`src/hw/rtl/uabps_pkg.sv`:
```
package uabps_pkg;

   // Event kinds on the request channel
   localparam logic [1:0] EV_START = 2'd0;
   localparam logic [1:0] EV_TICK  = 2'd1;
   localparam logic [1:0] EV_FRAME = 2'd2;
   localparam logic [1:0] EV_ABORT = 2'd3;

   // Status codes
   localparam logic [2:0] ST_NONE    = 3'd0;
   localparam logic [2:0] ST_NODATA  = 3'd1;
   localparam logic [2:0] ST_NOMATCH = 3'd2;
   localparam logic [2:0] ST_PARITY  = 3'd3;
   localparam logic [2:0] ST_FINISH  = 3'd4;

   // Register indexes on the CSR port
   localparam int CSR_IDX_W = 1;
   localparam logic [CSR_IDX_W-1:0] CSR_TIMEOUT  = 1'd0;
   localparam logic [CSR_IDX_W-1:0] CSR_MISMATCH = 1'd1;

   localparam logic [15:0] TIMEOUT_RST  = 16'd500;
   localparam logic [3:0]  MISMATCH_RST = 4'd3;

   localparam logic [2:0] LAST_RATE = 3'd6;

   // Judge flag masks
   localparam logic [5:0] FLG_MISMATCH = 6'h01;
   localparam logic [5:0] FLG_ANY_ERR  = 6'h3E;
   localparam logic [5:0] FLG_MODBUS   = 6'h06;
   localparam logic [5:0] FLG_SEVEN    = 6'h08;

   // Last framing position for each error class; SEVEN_FIRST is the first for seven-bit errors
   localparam logic [3:0] MODBUS_LAST = 4'd3;
   localparam logic [3:0] FRAME_LAST  = 4'd6;
   localparam logic [3:0] SEVEN_FIRST = 4'd4;

   typedef struct packed {
      logic       busy_res;
      logic [2:0] status;
      logic [2:0] baud_index;
      logic [2:0] baud_code;
      logic [2:0] parity_index;
      logic       reconfigure;
      logic       commit;
   } rsp_type;

   typedef struct packed {
      logic [15:0] timeout_ticks;
      logic [3:0]  mismatch_limit;
   } cfg_type;

   // Search order of rates: 9600, 19200, 4800, 38400, 57600, 2400, 115200
   function automatic logic [2:0] rate_code(input logic [2:0] pos);
      logic [2:0] code;
      case (pos)
         3'd0:    code = 3'd2;
         3'd1:    code = 3'd3;
         3'd2:    code = 3'd1;
         3'd3:    code = 3'd4;
         3'd4:    code = 3'd5;
         3'd5:    code = 3'd0;
         3'd6:    code = 3'd6;
         default: code = 3'd2;
      endcase
      return code;
   endfunction

endpackage

```
`src/hw/rtl/uart_auto_baud_parity_search_top.sv`:
```
// Channel   Direction  Handshake             Payload
// req_      in         req_valid/req_ready   kind, judge_flags
// rsp_      out        rsp_valid/rsp_ready   busy_res, status, baud_index, baud_code,
//                                            parity_index, reconfigure, commit
// csr_      in         csr_valid/csr_ready   csr_index, csr_data
//
// One request beat gives one response beat. The search state updates at the
// edge that accepts the request; the response lands in a two-entry buffer and
// is offered in order; one beat per cycle is sustained while rsp_ready is high.
// req_ready drops only while both buffer entries hold untaken responses.
// Reset is synchronous: it clears the search state, empties the buffer and
// loads timeout_ticks = 500 and mismatch_limit = 3. csr_ready is always high.
module uart_auto_baud_parity_search_top import uabps_pkg::*; (
   input  logic                 clock,
   input  logic                 reset,
   input  logic                 req_valid,
   output logic                 req_ready,
   input  logic [1:0]           req_kind,
   input  logic [5:0]           req_judge_flags,
   output logic                 rsp_valid,
   input  logic                 rsp_ready,
   output logic                 rsp_busy_res,
   output logic [2:0]           rsp_status,
   output logic [2:0]           rsp_baud_index,
   output logic [2:0]           rsp_baud_code,
   output logic [2:0]           rsp_parity_index,
   output logic                 rsp_reconfigure,
   output logic                 rsp_commit,
   input  logic                 csr_valid,
   output logic                 csr_ready,
   input  logic [CSR_IDX_W-1:0] csr_index,
   input  logic [15:0]          csr_data
);

   cfg_type cfg_ff, cfg_in;
   rsp_type step_rsp;
   rsp_type out_rsp;
   logic    buf_full;
   logic    step;

   // Accept a beat whenever the buffer has room
   assign req_ready = !buf_full;
   assign step      = req_valid && req_ready;
   assign csr_ready = 1'b1;

   // Hold register values; load the addressed one on a write beat
   always_comb begin
      cfg_in = cfg_ff;
      if (csr_valid) begin
         case (csr_index)
            CSR_TIMEOUT:  cfg_in.timeout_ticks  = csr_data;
            CSR_MISMATCH: cfg_in.mismatch_limit = csr_data[3:0];
            default:      cfg_in = cfg_ff;
         endcase
      end
   end

   always_ff @(posedge clock) begin
      if (reset) begin
         cfg_ff.timeout_ticks  <= TIMEOUT_RST;
         cfg_ff.mismatch_limit <= MISMATCH_RST;
      end else begin
         cfg_ff <= cfg_in;
      end
   end

   uabps_core u_core (
      .clock       (clock),
      .reset       (reset),
      .step        (step),
      .kind        (req_kind),
      .judge_flags (req_judge_flags),
      .cfg         (cfg_ff),
      .result      (step_rsp)
   );

   uabps_rsp_buf u_rsp_buf (
      .clock     (clock),
      .reset     (reset),
      .push      (step),
      .push_data (step_rsp),
      .full      (buf_full),
      .rsp_valid (rsp_valid),
      .rsp_ready (rsp_ready),
      .rsp_data  (out_rsp)
   );

   assign rsp_busy_res     = out_rsp.busy_res;
   assign rsp_status       = out_rsp.status;
   assign rsp_baud_index   = out_rsp.baud_index;
   assign rsp_baud_code    = out_rsp.baud_code;
   assign rsp_parity_index = out_rsp.parity_index;
   assign rsp_reconfigure  = out_rsp.reconfigure;
   assign rsp_commit       = out_rsp.commit;

endmodule

```
`src/hw/rtl/uabps_core.sv`:
```
module uabps_core import uabps_pkg::*; (
   input  logic       clock,
   input  logic       reset,
   input  logic       step,
   input  logic [1:0] kind,
   input  logic [5:0] judge_flags,
   input  cfg_type    cfg,
   output rsp_type    result
);

   logic        active_ff, active_in;
   logic [2:0]  rate_pos_ff, rate_pos_in;
   logic [2:0]  frame_pos_ff, frame_pos_in;
   logic [3:0]  miss_count_ff, miss_count_in;
   logic        seen_data_ff, seen_data_in;
   logic [15:0] idle_ticks_ff, idle_ticks_in;
   logic [2:0]  result_code_ff, result_code_in;
   logic        reconf, commit;

   always_comb begin
      logic [15:0] tt;
      logic [3:0]  lim;
      logic [15:0] idle_inc;
      logic [3:0]  miss_inc;
      logic [3:0]  fnext;
      logic [3:0]  flimit;
      logic        rate_left;

      active_in      = active_ff;
      rate_pos_in    = rate_pos_ff;
      frame_pos_in   = frame_pos_ff;
      miss_count_in  = miss_count_ff;
      seen_data_in   = seen_data_ff;
      idle_ticks_in  = idle_ticks_ff;
      result_code_in = result_code_ff;
      reconf         = 1'b0;
      commit         = 1'b0;

      tt        = (cfg.timeout_ticks == 16'd0) ? 16'd1 : cfg.timeout_ticks;
      lim       = (cfg.mismatch_limit == 4'd0) ? 4'd1 : cfg.mismatch_limit;
      idle_inc  = (idle_ticks_ff != 16'hFFFF) ? idle_ticks_ff + 16'd1 : idle_ticks_ff;
      miss_inc  = (miss_count_ff != 4'hF) ? miss_count_ff + 4'd1 : miss_count_ff;
      rate_left = (rate_pos_ff < LAST_RATE);

      // Pick the next framing and its limit for the error class
      if ((judge_flags & FLG_MODBUS) != 6'd0) begin
         fnext  = {1'b0, frame_pos_ff} + 4'd1;
         flimit = MODBUS_LAST;
      end else if ((judge_flags & FLG_SEVEN) != 6'd0) begin
         fnext  = ({1'b0, frame_pos_ff} < SEVEN_FIRST) ? SEVEN_FIRST
                                                       : {1'b0, frame_pos_ff} + 4'd1;
         flimit = FRAME_LAST;
      end else begin
         fnext  = {1'b0, frame_pos_ff} + 4'd1;
         flimit = FRAME_LAST;
      end

      case (kind)
         EV_START: begin
            active_in      = 1'b1;
            rate_pos_in    = 3'd0;
            frame_pos_in   = 3'd0;
            miss_count_in  = 4'd0;
            seen_data_in   = 1'b0;
            idle_ticks_in  = 16'd0;
            result_code_in = ST_NONE;
            reconf         = 1'b1;
         end
         EV_ABORT: begin
            // Clear a pending status first; only a clean abort stops the search
            if (result_code_ff != ST_NONE) begin
               result_code_in = ST_NONE;
            end else begin
               active_in = 1'b0;
            end
         end
         EV_TICK: begin
            if (active_ff) begin
               idle_ticks_in = idle_inc;
               if (idle_inc >= tt) begin
                  idle_ticks_in = 16'd0;
                  if (rate_left) begin
                     rate_pos_in = rate_pos_ff + 3'd1;
                     reconf      = 1'b1;
                  end else begin
                     active_in      = 1'b0;
                     result_code_in = seen_data_ff ? ST_NOMATCH : ST_NODATA;
                  end
               end
            end
         end
         default: begin
            if (active_ff) begin
               seen_data_in  = 1'b1;
               idle_ticks_in = 16'd0;
               if ((judge_flags & FLG_MISMATCH) != 6'd0) begin
                  miss_count_in = miss_inc;
                  if (miss_inc >= lim) begin
                     miss_count_in = 4'd0;
                     if (rate_left) begin
                        rate_pos_in  = rate_pos_ff + 3'd1;
                        frame_pos_in = 3'd0;
                        reconf       = 1'b1;
                     end else begin
                        active_in      = 1'b0;
                        result_code_in = ST_NOMATCH;
                     end
                  end
               end else if ((judge_flags & FLG_ANY_ERR) != 6'd0) begin
                  frame_pos_in = fnext[2:0];
                  if (fnext > flimit) begin
                     active_in      = 1'b0;
                     result_code_in = ST_PARITY;
                  end else begin
                     reconf = 1'b1;
                  end
               end else begin
                  commit         = 1'b1;
                  active_in      = 1'b0;
                  result_code_in = ST_FINISH;
               end
            end
         end
      endcase
   end

   always_ff @(posedge clock) begin
      if (reset) begin
         active_ff      <= 1'b0;
         rate_pos_ff    <= 3'd0;
         frame_pos_ff   <= 3'd0;
         miss_count_ff  <= 4'd0;
         seen_data_ff   <= 1'b0;
         idle_ticks_ff  <= 16'd0;
         result_code_ff <= ST_NONE;
      end else if (step) begin
         active_ff      <= active_in;
         rate_pos_ff    <= rate_pos_in;
         frame_pos_ff   <= frame_pos_in;
         miss_count_ff  <= miss_count_in;
         seen_data_ff   <= seen_data_in;
         idle_ticks_ff  <= idle_ticks_in;
         result_code_ff <= result_code_in;
      end
   end

   always_comb begin
      result.busy_res     = active_in;
      result.status       = result_code_in;
      result.baud_index   = rate_pos_in;
      result.baud_code    = rate_code(rate_pos_in);
      result.parity_index = frame_pos_in;
      result.reconfigure  = reconf;
      result.commit       = commit;
   end

   a_rate_bound: assert property (@(posedge clock) disable iff (reset)
      rate_pos_ff <= LAST_RATE)
      else $error("rate position passed the last rate");

   a_pulse_excl: assert property (@(posedge clock) disable iff (reset)
      step |-> !(reconf && commit))
      else $error("reconfigure and commit in the same beat");

   a_commit_ends: assert property (@(posedge clock) disable iff (reset)
      step && commit |=> !active_ff && result_code_ff == ST_FINISH)
      else $error("commit did not end the search");

   a_busy_no_status: assert property (@(posedge clock) disable iff (reset)
      step && reconf |=> active_ff && result_code_ff == ST_NONE)
      else $error("reconfigure given while search not running");

endmodule

```
`src/hw/rtl/uabps_rsp_buf.sv`:
```
module uabps_rsp_buf import uabps_pkg::*; (
   input  logic    clock,
   input  logic    reset,
   input  logic    push,
   input  rsp_type push_data,
   output logic    full,
   output logic    rsp_valid,
   input  logic    rsp_ready,
   output rsp_type rsp_data
);

   rsp_type    mem [2];
   logic       wr_ptr_ff, wr_ptr_in;
   logic       rd_ptr_ff, rd_ptr_in;
   logic [1:0] count_ff, count_in;
   logic       pop;

   assign pop       = rsp_valid && rsp_ready;
   assign rsp_valid = (count_ff != 2'd0);
   assign full      = (count_ff == 2'd2);
   assign rsp_data  = mem[rd_ptr_ff];

   always_comb begin
      wr_ptr_in = push ? ~wr_ptr_ff : wr_ptr_ff;
      rd_ptr_in = pop ? ~rd_ptr_ff : rd_ptr_ff;
      count_in  = count_ff + {1'b0, push} - {1'b0, pop};
   end

   always_ff @(posedge clock) begin
      if (push) begin
         mem[wr_ptr_ff] <= push_data;
      end
   end

   always_ff @(posedge clock) begin
      if (reset) begin
         wr_ptr_ff <= 1'b0;
         rd_ptr_ff <= 1'b0;
         count_ff  <= 2'd0;
      end else begin
         wr_ptr_ff <= wr_ptr_in;
         rd_ptr_ff <= rd_ptr_in;
         count_ff  <= count_in;
      end
   end

   a_no_overflow: assert property (@(posedge clock) disable iff (reset)
      full |-> !push)
      else $error("push into full response buffer");

   a_count_ptrs: assert property (@(posedge clock) disable iff (reset)
      (count_ff == 2'd1) |-> (wr_ptr_ff != rd_ptr_ff))
      else $error("pointers disagree with count");

   a_count_range: assert property (@(posedge clock) disable iff (reset)
      count_ff != 2'd3)
      else $error("response buffer count out of range");

endmodule
```
`config.mk`:
```
export PLATFORM = sky130hd
export DESIGN_NAME = uart_auto_baud_parity_search_top
export DESIGN_NICKNAME = d
export VERILOG_FILES = /design/src/hw/rtl/uabps_pkg.sv /design/src/hw/rtl/uart_auto_baud_parity_search_top.sv /design/src/hw/rtl/uabps_core.sv /design/src/hw/rtl/uabps_rsp_buf.sv
export SDC_FILE = /design/constraint.sdc
export NUM_CORES = 1
export LEC_CHECK = 0
export BUFFER_PORTS_ARGS = -buffer_cell sky130_fd_sc_hd__buf_4
export CAP_MARGIN = 20
export CORE_MARGIN = 8
export CORE_UTILIZATION = 40
export DETAILED_ROUTE_END_ITERATION = 16
export PLACE_DENSITY = 0.63
export REMOVE_ABC_BUFFERS = 1
export SYNTH_ARGS = -nofsm -noshare
export SYNTH_HDL_FRONTEND = slang
export SYNTH_HIERARCHICAL = 1
export SYNTH_SLANG_ARGS = --single-unit
```
`constraint.sdc`:
```
create_clock -name clock -period 7.2 [get_ports clock]
set_clock_uncertainty 0.2 [all_clocks]
set_input_delay 0.72 -clock clock [delete_from_list [all_inputs] [get_ports clock]]
set_output_delay 0.72 -clock clock [all_outputs]
set_load 0.005 [all_outputs]
```
**After elaboration in Yosys (flattened, before gate mapping)**

Memory sizes are Yosys's and may differ from the RTL's. A register that Yosys moved wholly into a read port is not among the register bits.
Cells that the tools add are included.

- Flip-flop bits (word level): 55
- RAM bits: 30
- Bits of input ports: 30
- Output and inout port bits: 18
- Logic and storage cells: 128
- Memories kept: 1

- $add $sub $neg: 6
- Order comparisons: 5
- Equal/unequal tests: 12
- Muxes and demuxes: 68
- Bitwise operators: 5
- Reduce and logical (&&, ||, !) cells: 19

Memories:

| memory | depth | bits a word | read ports | clocked after Yosys merged registers in | write ports | line | RTL |
|---|---|---|---|---|---|---|---|
| u_rsp_buf.mem | 2 | 15 | 1 | 1 | 1 | uabps_rsp_buf.sv:12 | `rsp_type mem [2];` |

Operators by type and width:

| cell | count |
|---|---|
| 16-bit two-way mux | 5 |
| 3-bit two-way mux | 22 |
| 16-bit case mux with 3 select lines | 1 |
| 4-bit two-way mux | 8 |
| 1-bit two-way mux | 23 |
| 3-bit case mux with 3 select lines | 2 |
| 3-bit case mux with 6 select lines | 1 |
| 16-bit by 1-bit adder with 16-bit output (second input constant) | 1 |
| 16-bit >= comparator | 1 |
| 16-bit zero test | 1 |
| 16-bit != test (second input constant) | 1 |
| 6-bit nonzero test | 2 |
| 3-bit == test (second input constant) | 3 |
| 4-bit case mux with 2 select lines | 1 |
| 4-bit AND reduction | 2 |
| 3-bit by 2-bit == test with 1-bit output (second input constant) | 2 |
| 3-bit less-than comparator (second input constant) | 2 |
| 1-bit case mux with 3 select lines | 2 |
| 3-bit case mux with 2 select lines | 1 |
| 2-bit nonzero test | 3 |
| 1-bit inverter | 5 |
| 3-bit by 1-bit adder with 4-bit output (second input constant) | 1 |
| 4-bit by 1-bit adder with 4-bit output (second input constant) | 1 |
| 2-bit == test (second input constant) | 2 |
| 20 further kinds | 22 |

**Depth between registers and ports, before layout**

- Depth in word-level cells: 10
- Depth in mapped cells: 16
- Gate-level depth less buffers: 16

**Hierarchy**

Netlist, hierarchy kept.

Modules (own cells, without submodules):

| module | times used | cells each | area each (um^2) | seq. area each (um^2) |
|---|---|---|---|---|
| uabps_core | 1 | 384 | 2,839.0 | 620.6 |
| uabps_rsp_buf | 1 | 70 | 1,331.3 | 1,001.0 |
| uart_auto_baud_parity_search_top | 1 | 90 | 883.3 | 400.4 |

**Least setup slack after synthesis**

Ideal clock, no wire load.

- Path kind: reg-to-reg
- Start point: reg u_core.idle_ticks_ff[2]
- End point: mem u_rsp_buf/mem[0][5] (netlist bit), data pin
- Setup time: 0.155 ns
- Arrival time: 3.907 ns
- Required time: 6.845 ns
- Slack: 2.939 ns
- Stages on the path, launching flop included: 17
- Path buffers: 1
- Period minus slack after synthesis: 4.261 ns
- Cell sequence: dfxtp_1 -> clkbuf_1 -> and4_1 -> and3_1 -> nand4_1 -> nor3_1 -> nand3_1 -> mux2_2 -> ha_1 -> nand4_1 -> nor4_1 -> a32o_1 -> o21ai_1 -> a2111o_1 -> a32o_2 -> or3_1 -> o21ai_1

RTL lines:

| element | line | RTL |
|---|---|---|
| start: declaration | uabps_core.sv:16 | `logic [15:0] idle_ticks_ff, idle_ticks_in;` |
| start signal: assignment | uabps_core.sv:142 | `idle_ticks_ff <= idle_ticks_in;` |
| end: declaration | uabps_rsp_buf.sv:12 |  |

**Worst setup path in the final report**

- Start point: reg u_core.idle_ticks_ff[2]
- End point: reg u_core.idle_ticks_ff[9]

- Cells in the longest elaborated chain, start to end: 6
- Elaborated cells between the ends (all ways): 7

Ends and longest elaborated chain:

| element | line | RTL |
|---|---|---|
| 16-bit by 1-bit adder with 16-bit output / 16-bit != test (equally long branches) | uabps_core.sv:41 | `idle_inc = (idle_ticks_ff != 16'hFFFF) ? idle_ticks_ff + 16'd1 : idle_ticks_ff;` |
| 16-bit two-way mux * | uabps_core.sv:41 |  |
| 16-bit >= comparator | uabps_core.sv:80 | `if (idle_inc >= tt) begin` |
| 16-bit two-way mux * | uabps_core.sv:80 |  |
| 16-bit two-way mux * | uabps_core.sv:78 | `if (active_ff) begin` |
| 16-bit case mux with 3 select lines * | uabps_core.sv:58 | `case (kind)` |

Every way passes the cells marked *; elsewhere a longest branch is shown, timed or not. The select of a mux whose other input is x is not followed.
A chain may end at the register's enable or synchronous reset.

==> metrics <==
fraction of layout cells with a size suffix above 1=0.1612; DRT Wirelength=11,290 microns; mux cell area share after synthesis=0.06883; synthesized flop and latch total=86; Crit Path Category=register to register; total power=0.001300 W; CTS Hold Bufs=0; CP startpoint kind=register; first-pass GRT wire length=18,930 microns; clk sinks=86; Hold Path Origin=cfg_ff[1]; Seq/Total Area, Yosys=0.4001; routed length per placed instance=14.95 microns; FMAX=199.7 MHz; maxcap violations=0; core area=0.01247 sq mm; Hold Path Stages=1; dpl hpwl=8237 microns; hold endpoint=cfg_ff[1]; Gates resized, CTS repair=0; Leakage Power=2.347 nW; largest net degree at the start of global routing=73; Clk Latency, worst-skew pair=0.34 ns; Setup Buffers After CTS=0; cts bufs inserted=9; area occupied by multi-input gates=0.002758 sq mm; Worst Reg-to-Reg Cells=14; H-tree Lvls=3; Psw=0.0003324 W; status=finished clean; DRT iter0 DRCs=271; Synth warnings=6; relative slew slack=0.4265; Tcrit/Tclk final=0.6954; Pre-Repair DR Iteration Count=5; RR Endpoint=u_core/idle_ticks_ff[9]; Clock power frac=0.349; gr ovfl total=0; combinational share of power=0.200; Die H=128.4 microns; Mapped Cells=544; RSZ-0062 raised after global routing=false; die span in x=128.4 microns; synthesized area=0.005054 sq mm; Area growth syn-to-layout=14.31%; Pint=0.0009675 W; power per cell area=225.0 mW/mm^2; Final ANT Viol Nets=0; row count=41; Critical Path Sink Type=register; Synth Area in XOR/XNOR=0.02872; Net Sw Frac=0.2557; CP arrival=5.07 ns; Post-Synth Simple-Gate Area=0.2129; Final setup viols=0; post-synthesis adder-cell area fraction=0.07675; reg-to-reg startpoint=u_core/idle_ticks_ff[2]; Final Hold Vio Count=0; Root Buffer=clkbuf_16; Worst EP required=7.26 ns; ANT cells=0; Compound-Gate Fraction of Synth Area=0.1577; asr flop ratio synth=0; setup TNS=0 ns; nets@finish=639; Mapped Avg Cell Area=9.290 sq um; main combinational cell family by area after synthesis=simple AND/OR/NAND/NOR gates; Top FF cell, synth=dfxtp_1; clock-pin slew on the worst setup and hold paths=0.06 ns; Worst Hold Class=register to register; Initial Utilization=0.4054; register area=0.002022 sq mm; Vias/cell=5.383; CTS tree=yes; Synth cell types=66; post-route minimum period=5.007 ns; Worst VDD drop=0.00009519 V; fin. max-slew vios=0; # fillers=1,228; die area=0.01649 sq mm; vias in the first global route=3,943; PortBufs=46; placer congestion estimate=0.8637; Worst-Margin Slew=0.8570 ns; crit-path max FO=12; initial antenna violation count=0; Post-synth EDFFs=30; clock tree buffer depth=2; FF-to-FF setup slack=2.19 ns; Via Count=4,064; Seq pwr share=0.451; DRC viols=0; I/O pin count=48; GRT Total Usage=0.1417; Hold Slack=0.2676 ns
[cells in the mapped netlist (all sizes together), types with 4 or more instances]
library cell,instances,share of area
a2111o,4,0.0089
a21oi,29,0.029
a22oi,14,0.021
a31oi,5,0.0062
and2,4,0.0050
and3,8,0.0099
buf,14,0.021
clkbuf,12,0.0089
dfxtp,56,0.22
edfxtp,30,0.18
ha,31,0.077
inv,33,0.025
mux2,22,0.049
mux2i,10,0.020
nand2,28,0.021
nand2b,17,0.021
nand3,16,0.016
nand3b,6,0.0089
nand4,7,0.0087
nand4bb,5,0.011
nor2,57,0.042
nor2b,14,0.017
nor3,12,0.012
nor4,5,0.0062
o21ai,32,0.032
or2,4,0.0050
or3,4,0.0050
or4bb,4,0.0089
xnor2,9,0.016
xor2,5,0.0087
[flip-flops by register name (all words and copies together) (netlist names), named ones only]
register               cells
cfg_ff                    20
u_core/rate_pos_ff         3
u_rsp_buf/rd_ptr_ff        1
u_core/frame_pos_ff        3
u_rsp_buf/mem             30
u_core/active_ff           1
u_core/idle_ticks_ff      16
u_core/result_code_ff      3
u_rsp_buf/count_ff         2
u_rsp_buf/wr_ptr_ff        1
u_core/miss_count_ff       4
u_core/seen_data_ff        1
[power by group through the flow]
stage / registers, W / clock network (W) / logic [W]
after floorplan: 0.000588 / 0 / 0.000158
after global placement: 0.000595 / 0 / 0.000258
after detailed placement: 0.000597 / 0 / 0.000263
after CTS: 0.000587 / 0.000468 / 0.000264
after global routing: 0.000593 / 0.000488 / 0.000291
final: 0.000586 / 0.000454 / 0.000260
[metal layers]
metal / GRT usage / wire [microns]
met5: 0 / 0
met4: 0.07343 / 276
met3: 0.02689 / 510
met2: 0.2297 / 5385
met1: 0.1760 / 5117
[critical path, stage by stage (launching register included)]
cell and delay [ns]:
dfxtp_1 0.44, and4_1 0.23, and3_1 0.23, nand4_1 0.23, o31ai_1 0.58, nor3_1 0.12
xor2_1 0.24, ha_1 0.27, nand2_1 0.08, o21ai_0 0.12, a2111oi_0 0.57, nand3_1 0.46
nor2_1 0.79, nand3b_1 0.16, a21oi_1 0.18
[through the flow]
step,area (sq um),setup WS [ns],util,std cells
2_1_floorplan,4903,3.035,-,518
3_3_place_gp,5487,2.516,0.4401,739
3_5_place_dp,5487,2.381,0.4401,739
4_1_cts,5777,2.325,0.4634,755
5_1_grt,5777,1.767,0.4634,755
6_report,5777,2.193,0.4634,755
[worst max path at each step]
stage | start | to
after CTS | u_core/idle_ticks_ff[2] | u_core/idle_ticks_ff[9]
after global placement | u_core/idle_ticks_ff[2] | u_core/idle_ticks_ff[9]
after detailed placement | u_core/idle_ticks_ff[2] | u_core/idle_ticks_ff[9]
after floorplan | u_core/idle_ticks_ff[2] | u_rsp_buf/mem[0][5]
after global routing | u_core/idle_ticks_ff[2] | u_core/idle_ticks_ff[6]
final | u_core/idle_ticks_ff[2] | u_core/idle_ticks_ff[9]
[cell usage in the layout (no fill, tap or decap), types with 4 or more instances in the layout]
master     count
a2111o_1       4
a21oi_1       29
a22oi_1       14
a31oi_1        5
and2_1         4
and3_1         8
buf_4         49
clkbuf_16      9
dfxtp_1       56
edfxtp_1      30
ha_1          31
inv_1         33
mux2_2        22
mux2i_1       10
nand2_1       27
nand2b_1      17
nand3_1       16
nand3b_1       6
nand4_1        7
nand4bb_1      5
nor2_1        57
nor2b_1       14
nor3_1        12
nor4_1         5
o21ai_0       21
o21ai_1       11
or3_1          4
or4bb_1        4
xnor2_1        9
xor2_1         5
[cell type report]
class	instances	area share
multi-input combinational	399	0.4774
sequential	86	0.3500
timing repair buffer	49	0.06368
clock buffer	10	0.04137
tap	172	0.03725
inverter	33	0.02144
clock inverter	6	0.008880
[kinds of logic after synthesis]
| family | count (synthesis) |
|---|---|
| simple gates | 200 |
| compound gates | 120 |
| mux | 32 |
| flops | 86 |
| buf+inv | 59 |
| fa+ha+maj | 31 |
| other cells | 1 |
| xor+xnor | 15 |
(Power assumes the default switching activity.)
